$ cat src/sv/cbm_pkg.sv
// ----------------------------------------------------------------------------
// cbm_pkg: shared types and constants for the cartridge bank mapper
// Request and result beat layouts, request and target codes, register offsets.
// ----------------------------------------------------------------------------
package cbm_pkg;

  // Bank number widths of the built ROMs
  localparam int PRG_BANK_BITS = 5;
  localparam int CHR_BANK_BITS = 8;

  // Field widths
  localparam int REQ_TYPE_W = 2;
  localparam int CPU_ADDR_W = 16;
  localparam int DATA_W     = 8;
  localparam int PPU_ADDR_W = 14;
  localparam int TARGET_W   = 3;
  localparam int MAP_ADDR_W = 19;

  // Stored bank widths
  localparam int CHR_REG_W  = 16;
  localparam int PRG_REG_W  = 8;
  localparam int MIRROR_W   = 2;
  localparam int CHR_BANKS  = 8;
  localparam int CHR_IDX_W  = $clog2(CHR_BANKS);

  // Window offsets within a bank
  localparam int PRG_PAGE_W = 14;
  localparam int CHR_PAGE_W = 10;
  localparam int RAM_PAGE_W = 13;

  // Register offset field: (addr & 0xFFF) >> 2
  localparam int REG_IDX_W  = 10;

  // Request types
  localparam logic [REQ_TYPE_W-1:0] REQ_WRITE = 2'd0;
  localparam logic [REQ_TYPE_W-1:0] REQ_CPU   = 2'd1;
  localparam logic [REQ_TYPE_W-1:0] REQ_PPU   = 2'd2;

  // Result targets
  localparam logic [TARGET_W-1:0] TGT_NONE    = 3'd0;
  localparam logic [TARGET_W-1:0] TGT_PRG_RAM = 3'd1;
  localparam logic [TARGET_W-1:0] TGT_PRG_ROM = 3'd2;
  localparam logic [TARGET_W-1:0] TGT_CHR_ROM = 3'd3;
  localparam logic [TARGET_W-1:0] TGT_NT_RAM  = 3'd4;

  // Register offsets
  localparam logic [REG_IDX_W-1:0] REG_CHR_LO_L = 10'd0;
  localparam logic [REG_IDX_W-1:0] REG_CHR_HI_L = 10'd1;
  localparam logic [REG_IDX_W-1:0] REG_CHR_LO_H = 10'd2;
  localparam logic [REG_IDX_W-1:0] REG_CHR_HI_H = 10'd3;
  localparam logic [REG_IDX_W-1:0] REG_PRG      = 10'd4;
  localparam logic [REG_IDX_W-1:0] REG_MIRROR   = 10'd5;

  // Mirroring modes
  localparam logic [MIRROR_W-1:0] MIR_VERT   = 2'd0;
  localparam logic [MIRROR_W-1:0] MIR_HORZ   = 2'd1;
  localparam logic [MIRROR_W-1:0] MIR_SINGLE = 2'd2;

  // Fixed bank at $C000, masked to the PRG size
  localparam logic [PRG_BANK_BITS-1:0] PRG_FIXED_BANK = '1;

  typedef struct packed {
    logic [REQ_TYPE_W-1:0] req_type;
    logic [CPU_ADDR_W-1:0] cpu_address;
    logic [DATA_W-1:0]     write_data;
    logic [PPU_ADDR_W-1:0] ppu_address;
  } req_t;

  typedef struct packed {
    logic [TARGET_W-1:0]   target;
    logic [MAP_ADDR_W-1:0] mapped_address;
  } rsp_t;

endpackage

$ cat src/sv/cbm_req_if.sv
// ----------------------------------------------------------------------------
// cbm_req_if: request channel
// Valid/ready channel carrying one mapper request per beat.
// ----------------------------------------------------------------------------
interface cbm_req_if;
  import cbm_pkg::*;

  logic valid;
  logic ready;
  req_t data;

  modport source (output valid, output data, input ready);
  modport sink   (input valid, input data, output ready);
endinterface

$ cat src/sv/cbm_rsp_if.sv
// ----------------------------------------------------------------------------
// cbm_rsp_if: result channel
// Valid/ready channel carrying one translated address per beat.
// ----------------------------------------------------------------------------
interface cbm_rsp_if;
  import cbm_pkg::*;

  logic valid;
  logic ready;
  rsp_t data;

  modport source (output valid, output data, input ready);
  modport sink   (input valid, input data, output ready);
endinterface

$ cat src/sv/cartridge_bank_mapper.sv
// An accepted request beat passes through the stage 1 register and then the
// result register. Throughput: one beat per cycle while out_ch.ready allows;
// stage 1 hands off whenever the result register is empty or being drained.
// Reset (synchronous, rst_n low): all CHR and PRG banks clear to zero,
// mirroring goes to single screen, both pipeline registers empty.
// ----------------------------------------------------------------------------
// cartridge_bank_mapper: bank-switching cartridge mapper
// Decodes register writes at $C000-$FFFF and translates CPU and PPU bus
// addresses into PRG RAM, PRG ROM, CHR ROM or nametable addresses.
// ----------------------------------------------------------------------------
module cartridge_bank_mapper (
  input  logic       clk,
  input  logic       rst_n,
  cbm_req_if.sink    in_ch,
  cbm_rsp_if.source  out_ch
);
  import cbm_pkg::*;

  // Pipeline registers
  logic                  s1_valid_r;
  req_t                  s1_data_r;
  logic                  out_valid_r;
  rsp_t                  out_data_r;
  rsp_t                  out_data_nxt;

  // Mapper state
  logic [CHR_REG_W-1:0]  chr_bank_r   [CHR_BANKS];
  logic [CHR_REG_W-1:0]  chr_bank_nxt [CHR_BANKS];
  logic [PRG_REG_W-1:0]  prg_bank_r;
  logic [PRG_REG_W-1:0]  prg_bank_nxt;
  logic [MIRROR_W-1:0]   mirror_r;
  logic [MIRROR_W-1:0]   mirror_nxt;

  logic                  out_free;
  logic                  s1_adv;
  logic [REG_IDX_W-1:0]  reg_idx;
  logic [1:0]            slot;
  logic [31:0]           prg_wide;
  logic [31:0]           chr_wide;
  logic [PRG_BANK_BITS-1:0] prg_sel;
  logic [CHR_REG_W-1:0]  chr_sel;
  logic                  nt_page;

  // Handshake: stage 1 moves on when the result register can take a beat
  assign out_free    = !out_valid_r || out_ch.ready;
  assign s1_adv      = s1_valid_r && out_free;
  assign in_ch.ready = !s1_valid_r || out_free;

  assign out_ch.valid = out_valid_r;
  assign out_ch.data  = out_data_r;

  assign reg_idx = s1_data_r.cpu_address[REG_IDX_W+1:2];
  assign slot    = s1_data_r.cpu_address[1:0];

  // Decode register writes
  always_comb begin
    chr_bank_nxt = chr_bank_r;
    prg_bank_nxt = prg_bank_r;
    mirror_nxt   = mirror_r;
    if (s1_data_r.req_type == REQ_WRITE && s1_data_r.cpu_address[15:14] == 2'b11) begin
      unique case (reg_idx)
        REG_CHR_LO_L: chr_bank_nxt[{1'b0, slot}][7:0]  = s1_data_r.write_data;
        REG_CHR_HI_L: chr_bank_nxt[{1'b0, slot}][15:8] = s1_data_r.write_data;
        REG_CHR_LO_H: chr_bank_nxt[{1'b1, slot}][7:0]  = s1_data_r.write_data;
        REG_CHR_HI_H: chr_bank_nxt[{1'b1, slot}][15:8] = s1_data_r.write_data;
        REG_PRG:      prg_bank_nxt = s1_data_r.write_data;
        REG_MIRROR:   mirror_nxt   = {1'b0, s1_data_r.write_data[0]};
        default: begin
        end
      endcase
    end
  end

  // Translate the request held in stage 1
  always_comb begin
    if (s1_data_r.cpu_address[15:14] == 2'b11) begin
      prg_sel = PRG_FIXED_BANK;
    end else begin
      prg_sel = prg_bank_r[PRG_BANK_BITS-1:0];
    end
    prg_wide = (32'(prg_sel) << PRG_PAGE_W)
             | 32'(s1_data_r.cpu_address[PRG_PAGE_W-1:0]);

    chr_sel  = chr_bank_r[s1_data_r.ppu_address[CHR_PAGE_W+CHR_IDX_W-1:CHR_PAGE_W]];
    chr_wide = (32'(chr_sel[CHR_BANK_BITS-1:0]) << CHR_PAGE_W)
             | 32'(s1_data_r.ppu_address[CHR_PAGE_W-1:0]);

    case (mirror_r)
      MIR_VERT: nt_page = s1_data_r.ppu_address[10];
      MIR_HORZ: nt_page = s1_data_r.ppu_address[11];
      default:  nt_page = 1'b0;
    endcase

    out_data_nxt.target         = TGT_NONE;
    out_data_nxt.mapped_address = '0;
    case (s1_data_r.req_type)
      REQ_CPU: begin
        if (s1_data_r.cpu_address[15]) begin
          out_data_nxt.target         = TGT_PRG_ROM;
          out_data_nxt.mapped_address = prg_wide[MAP_ADDR_W-1:0];
        end else if (s1_data_r.cpu_address[15:13] == 3'b011) begin
          out_data_nxt.target         = TGT_PRG_RAM;
          out_data_nxt.mapped_address =
            MAP_ADDR_W'(s1_data_r.cpu_address[RAM_PAGE_W-1:0]);
        end
      end
      REQ_PPU: begin
        if (!s1_data_r.ppu_address[13]) begin
          out_data_nxt.target         = TGT_CHR_ROM;
          out_data_nxt.mapped_address = chr_wide[MAP_ADDR_W-1:0];
        end else begin
          out_data_nxt.target         = TGT_NT_RAM;
          out_data_nxt.mapped_address =
            MAP_ADDR_W'({nt_page, s1_data_r.ppu_address[CHR_PAGE_W-1:0]});
        end
      end
      default: begin
      end
    endcase
  end

  // Control and mapper state
  always_ff @(posedge clk) begin
    if (!rst_n) begin
      s1_valid_r  <= 1'b0;
      out_valid_r <= 1'b0;
      for (int i = 0; i < CHR_BANKS; i++) begin
        chr_bank_r[i] <= '0;
      end
      prg_bank_r  <= '0;
      mirror_r    <= MIR_SINGLE;
    end else begin
      // take a new beat whenever stage 1 is empty or draining
      if (in_ch.ready) begin
        s1_valid_r <= in_ch.valid;
      end
      // load the result register, or drop it once drained
      if (out_free) begin
        out_valid_r <= s1_valid_r;
      end
      // commit register writes as the beat leaves stage 1
      if (s1_adv) begin
        chr_bank_r <= chr_bank_nxt;
        prg_bank_r <= prg_bank_nxt;
        mirror_r   <= mirror_nxt;
      end
    end
  end

  // Payload registers
  always_ff @(posedge clk) begin
    if (in_ch.valid && in_ch.ready) begin
      s1_data_r <= in_ch.data;
    end
    if (s1_adv) begin
      out_data_r <= out_data_nxt;
    end
  end

  // Checks
  a_adv_fills_out: assert property (@(posedge clk) disable iff (!rst_n)
    s1_adv |=> out_valid_r)
    else $error("stage 1 beat did not reach the result register");

  a_reset_empty: assert property (@(posedge clk)
    !rst_n |=> !s1_valid_r && !out_valid_r)
    else $error("pipeline not empty after reset");

  a_mirror_legal: assert property (@(posedge clk) disable iff (!rst_n)
    mirror_r != 2'd3)
    else $error("mirroring mode holds an unused code");

  a_none_zero: assert property (@(posedge clk) disable iff (!rst_n)
    out_valid_r && out_data_r.target == TGT_NONE |-> out_data_r.mapped_address == '0)
    else $error("result with no target carries an address");

endmodule

$ cat src/flat_wrapper.sv
// flat-port wrapper written by rule: the top's interface ports become plain ports
module cartridge_bank_mapper_flat import cbm_pkg::*;
  (clk, rst_n, in_ch_valid, in_ch_data, in_ch_ready, out_ch_valid, out_ch_data, out_ch_ready);
  cbm_req_if in_ch_i ();
  cbm_rsp_if out_ch_i ();
  input  logic clk;
  input  logic rst_n;
  input wire logic [$bits(in_ch_i.valid)-1:0] in_ch_valid;
  input wire logic [$bits(in_ch_i.data)-1:0] in_ch_data;
  output wire logic [$bits(in_ch_i.ready)-1:0] in_ch_ready;
  output wire logic [$bits(out_ch_i.valid)-1:0] out_ch_valid;
  output wire logic [$bits(out_ch_i.data)-1:0] out_ch_data;
  input wire logic [$bits(out_ch_i.ready)-1:0] out_ch_ready;
  assign in_ch_i.valid = in_ch_valid;
  assign in_ch_i.data = in_ch_data;
  assign in_ch_ready = in_ch_i.ready;
  assign out_ch_valid = out_ch_i.valid;
  assign out_ch_data = out_ch_i.data;
  assign out_ch_i.ready = out_ch_ready;
  cartridge_bank_mapper u_core (.clk(clk), .rst_n(rst_n), .in_ch(in_ch_i), .out_ch(out_ch_i));
endmodule
$ cat config.mk
export PLATFORM = sky130hd
export DESIGN_NAME = cartridge_bank_mapper_flat
export DESIGN_NICKNAME = d
export VERILOG_FILES = /design/src/sv/cbm_pkg.sv /design/src/sv/cbm_req_if.sv /design/src/sv/cbm_rsp_if.sv /design/src/sv/cartridge_bank_mapper.sv /design/src/flat_wrapper.sv
export SDC_FILE = /design/constraint.sdc
export NUM_CORES = 1
export LEC_CHECK = 0
export ABC_AREA = 1
export BUFFER_PORTS_ARGS = -buffer_cell sky130_fd_sc_hd__buf_4
export CAP_MARGIN = 20
export CORE_MARGIN = 3
export CORE_UTILIZATION = 35
export CTS_BUF_LIST = sky130_fd_sc_hd__clkbuf_8
export DETAILED_ROUTE_END_ITERATION = 10
export PLACE_DENSITY = 0.49
export RECOVER_POWER = 50
export REMOVE_ABC_BUFFERS = 1
export SYNTH_ARGS = -nofsm -noshare
export SYNTH_HDL_FRONTEND = slang
export SYNTH_SLANG_ARGS = --single-unit
$ cat constraint.sdc
create_clock -name clk -period 2.4 [get_ports clk]
set_input_delay 0.12 -clock clk [delete_from_list [all_inputs] [get_ports clk]]
set_output_delay 0.12 -clock clk [all_outputs]
set_load 0.05 [all_outputs]
Word level (Yosys, flattened, before mapping)
Index checks and enable logic that the tools add are counted.
{"block": "word_totals", "out_inout_bits": 24, "inputBits": 44, "romBits": 0, "latchBits": 0, "ff_bits": 199, "mem_bits_rw": 0, "memories": 0}
{"block": "classes", "bitwise_logic": 5, "add_sub_neg": 0, "n_lt_le_gt_ge": 5, "mul": 0, "n_shift": 0, "n_reduce_logical": 16, "muxes": 22, "n_eq_ne": 10, "div_mod_pow": 0}
{"operator": "$bwmux W128", "n": 4}
{"operator": "$pmux W128 S4", "n": 1}
{"operator": "$demux W16 S3", "n": 4}
{"operator": "$bmux W16 S3", "n": 1}
{"operator": "$mux W22", "n": 2}
{"operator": "$pmux W22 S2", "n": 1}
{"operator": "$mux W16", "n": 2}
{"operator": "$mux W8", "n": 4}
{"operator": "$eq A10 B2 Y1 const B", "n": 2}
{"operator": "$eq A10 B3 Y1 const B", "n": 2}
{"operator": "$mux W20", "n": 1}
{"operator": "$or A19 B14 Y19", "n": 1}
{"operator": "$or A18 B10 Y18", "n": 1}
{"operator": "$ge A4 B4 Y1 const B", "n": 3}
{"operator": "$eq A10 B1 Y1 const B", "n": 1}
{"operator": "$logic_not A10 Y1", "n": 1}
{"operator": "$reduce_and A3 Y1", "n": 3}
{"operator": "$lt A4 B1 Y1 const B", "n": 2}
{"operator": "$not A3 Y4", "n": 2}
{"operator": "$logic_and A1 B1 Y1", "n": 5}
{"operator": "$mux W5", "n": 1}
{"operator": "$eq A2 B1 Y1 const B", "n": 2}
{"operator": "$eq A2 B2 Y1 const B", "n": 2}
{"operator": "$logic_not A2 Y1", "n": 2}
{"operator": "6 further kinds", "n": 8}

Longest topological paths before layout
{"block": "depth", "word_depth": 7, "depth_mapped": 10, "depth_no_buf": 9}

Worst setup path before layout
No wires, ideal clock.
{"block": "synth_path", "kind": "flip-flop to flip-flop", "startpoint": "register u_core.out_valid_r (netlist: u_core.out_ch.valid)", "endpoint": "register u_core.s1_data_r, in the netlist u_core.reg_idx[0], enable pin", "required_time_ns": 2.006, "t_arrival_ns": 1.914, "path_slack_ns": 0.091, "stages_incl_launch_ff": 4, "period_less_slack_ns": 2.309, "setup_ns": 0.394, "path_cell_list": "dfxtp_1 -> nand3_1 -> nand2_1 -> inv_1"}
{"block": "synth_via", "elab_chain_cells": 4}
{"item": "start: declaration", "line_no": "cartridge_bank_mapper.sv:22", "text": "logic out_valid_r;"}
{"item": "start signal: assignment", "line_no": "cartridge_bank_mapper.sv:139", "text": "out_valid_r <= s1_valid_r;"}
{"item": "$logic_not A1 Y1", "line_no": "cartridge_bank_mapper.sv:45", "text": "assign out_free = !out_valid_r || out_ch.ready;"}
{"item": "$logic_or A1 B1 Y1", "line_no": "cartridge_bank_mapper.sv:45"}
{"item": "$logic_or A1 B1 Y1", "line_no": "cartridge_bank_mapper.sv:47", "text": "assign in_ch.ready = !s1_valid_r || out_free;"}
{"item": "via in_ch_ready", "line_no": "flat_wrapper.sv:10", "text": "output wire logic [$bits(in_ch_i.ready)-1:0] in_ch_ready;"}
{"item": "$logic_and A1 B1 Y1", "line_no": "cartridge_bank_mapper.sv:152", "text": "if (in_ch.valid && in_ch.ready) begin"}
{"item": "end signal: assignment", "line_no": "cartridge_bank_mapper.sv:153", "text": "s1_data_r <= in_ch.data;"}
{"item": "end: declaration", "line_no": "cartridge_bank_mapper.sv:21", "text": "req_t s1_data_r;"}
The timed path passes the listed nets, and every way through them passes these cells.
A chain may end at the register's enable or synchronous reset.

==> flow_summary.json <==
{
  "dp.cells": 1065,
  "post-route-drc-count": 0,
  "die_area_um2": 19400,
  "wl_um": 16400,
  "status": "completed",
  "tns_ps": 0,
  "worstPathRequired_ps": 2790,
  "syn_avg_cell_area_um2": 7.75,
  "slowest_delay_ps": 420,
  "ios": 68,
  "antenna_found_initial": 0,
  "start_util_pct": 35.9,
  "vias": 5363,
  "globalplace.congestion": 0.822,
  "fin_cells": 1139,
  "syn_area_um2": 6200,
  "r2r_start": "u_core.s1_data_r[38]",
  "final_common_cell": "nand2_1",
  "cts_root_buf": "clkbuf_8",
  "drtAntennaViolNets": 0,
  "min-delay-path-class": "in2reg",
  "ys_seq_area_share_pct": 53.6,
  "rsz0062_at_grt": "false",
  "core_area_um2": 17300,
  "startpoint_type": "register",
  "yosys_warnings": 0,
  "rows": 48,
  "drt_pre_antenna_iters": 5,
  "rrSetupSlack_ps": 460,
  "diodes": 0,
  "synth_cells": 800,
  "grt_pass1_vias": 5126,
  "hpwl_um": 10800,
  "crit_fanout": 11,
  "clk_pin_slew_ps": 80,
  "finClkSkew_ps": 11.2,
  "avgRoutedWirePerCell_um": 14.4,
  "synth-seq-cells": 135,
  "grt_first_pass_wirelength_um": 26600,
  "path_cells": "inv_1 > ha_1 > nand3_1 > nor2_2 > buf_4 > nand2_2 > nor2_4 > buf_4 > o21ai_0 > nor2_1",
  "place.port_buffers": 67,
  "via_per_inst": 4.71,
  "die_h_um": 139,
  "leakagePower_nw": 3.53,
  "cts_max_level": 4,
  "final_max_slew_viol_count": 0,
  "clk_latency_ps": 440,
  "cts_tree": "done",
  "min_from": "rst_n",
  "grt_max_degree": 73,
  "hold_ws_ps": 223,
  "globalRouteTotalUtil_pct": 17.5,
  "clkSinkCount": 135,
  "max_freq_mhz": 517,
  "r2r_cells": 10,
  "cts_buffers": 17,
  "fin_crit_ps": 1940,
  "pwr_density_cell_nw_per_um2": 648,
  "end_kind": "register",
  "die_w_um": 139,
  "holdPathStages": 2,
  "layout-drive-gt1-share_pct": 11.4,
  "holdPathEnd": "u_core.mirror_r[1]",
  "area_delta_synth_final_pct": 22.6,
  "synth.distinct_cells": 26,
  "arrival_ps": 2320,
  "cp_common_cell": "buf_4",
  "finalHoldViolCount": 0,
  "mostFrequentLayoutCells": "nand2_1 (229), nor2_1 (179), inv_1 (79), dfxtp_1 (73), edfxtp_1 (62)",
  "nNetsFinal": 948,
  "grt_overflow": 0,
  "max_cap_violations": 0,
  "critPathKind": "reg2reg",
  "worstMarginPinSlew_ps": 1090,
  "finalCritPeriodShare_pct": 80.6,
  "vdd_drop_max_mv": 0.323,
  "crit_slowest_cell": "edfxtp_1",
  "dr.first_iter.drc_count": 334,
  "cts_buffer_depth": 2,
  "relSlewSlack_pct": 27.6,
  "setup_violations": 0
}
==> stage by stage <==
stage / total power [W] / utilization (%) / setup slack, ps / area [um2]
detailed placement: 0.00299 / 39.7 / 483 / 6870
global placement: 0.00298 / 39.7 / 536 / 6870
finish: 0.00492 / 43.9 / 465 / 7600
floorplan: 0.00278 / - / 91.2 / 6000
CTS: 0.00502 / 44.5 / 452 / 7700
global route: 0.00515 / 43.9 / 266 / 7600
==> layer usage <==
metal | up-vias | track usage (%) | routed length, um
met5 | - | 0 | 0
met4 | 0 | 8.75 | 526
met3 | 36 | 4.31 | 800
met2 | 145 | 28.2 | 7910
met1 | 2486 | 21.9 | 7180
li1 | 2696 | - | -
==> synth_stat cells <==
master	instances	area [um2]
inv_2	5	18.8
o21ai_1	3	15.0
nand4_4	4	85.1
ha_1	3	37.5
nand3_2	1	10.0
nor2_2	2	12.5
edfxtp_1	62	1860
nand2_2	4	25.0
dfxtp_1	73	1460
nand2_1	229	860
nand4_2	3	37.5
nand3b_1	1	7.51
nor2_1	179	672
nand4_1	1	6.26
nor2_4	2	22.5
nand3_1	49	245
buf_2	6	30.0
buf_6	6	67.6
o211ai_1	1	7.51
inv_1	79	297
clkbuf_1	20	75.1
nor2_8	1	20.0
buf_4	1	7.51
a21oi_1	25	125
buf_1	5	18.8
o21ai_0	35	175
==> cells by family (layout without fill, tap and decap cells) <==
logic type / count (synthesis) / count (layout) / synth area share (%)
DFF: 135 / 135 / 53.6
and+or+nand+nor: 476 / 476 / 32.3
adders and majority gates: 3 / 3 / 0.605
buffers and inverters: 122 / 236 / 8.29
AOI/OAI and AO/OA: 64 / 64 / 5.21
==> layout make-up <==
| cell class | instances | area [um2] |
|---|---|---|
| clock buffers | 17 | 234 |
| clock inverters | 15 | 178 |
| fillers | 1799 | 9700 |
| inverters | 84 | 315 |
| multi-input cells | 543 | 2360 |
| flip-flops and latches | 135 | 3320 |
| well taps | 225 | 282 |
| repair buffers | 120 | 906 |
==> how the worst max path moves through the flow <==
stage | start | end
3_5_place_dp | u_core.s1_data_r[38] | register
3_3_place_gp | u_core.s1_data_r[38] | register
4_1_cts | u_core.s1_data_r[38] | register
6_report | u_core.s1_data_r[38] | register
5_1_grt | u_core.s1_data_r[38] | register
2_1_floorplan | u_core.out_ch.valid | u_core.reg_idx[0]
==> critical path, delay by kind of cell, from the launching register on <==
kind / cells / cell delay [ps]
AOI/OAI and AO/OA: 1 / 80
buffers and inverters: 3 / 560
adders and majority gates: 1 / 140
and+or+nand+nor: 5 / 660
DFF: 1 / 420
==> what timing repair did <==
action                    in CTS  in global routing
hold buffers                  42                  0
hold endpoints to repair      42                  0
setup buffers                  0                  0
resized for setup              0                  0
==> power breakdown <==
part           internal, W  switching, W
registers          0.00248     0.0000554
clock network      0.00103      0.000931
logic             0.000149      0.000285
total              0.00365       0.00127
Note: power is estimated with default switching activity, not from simulation.
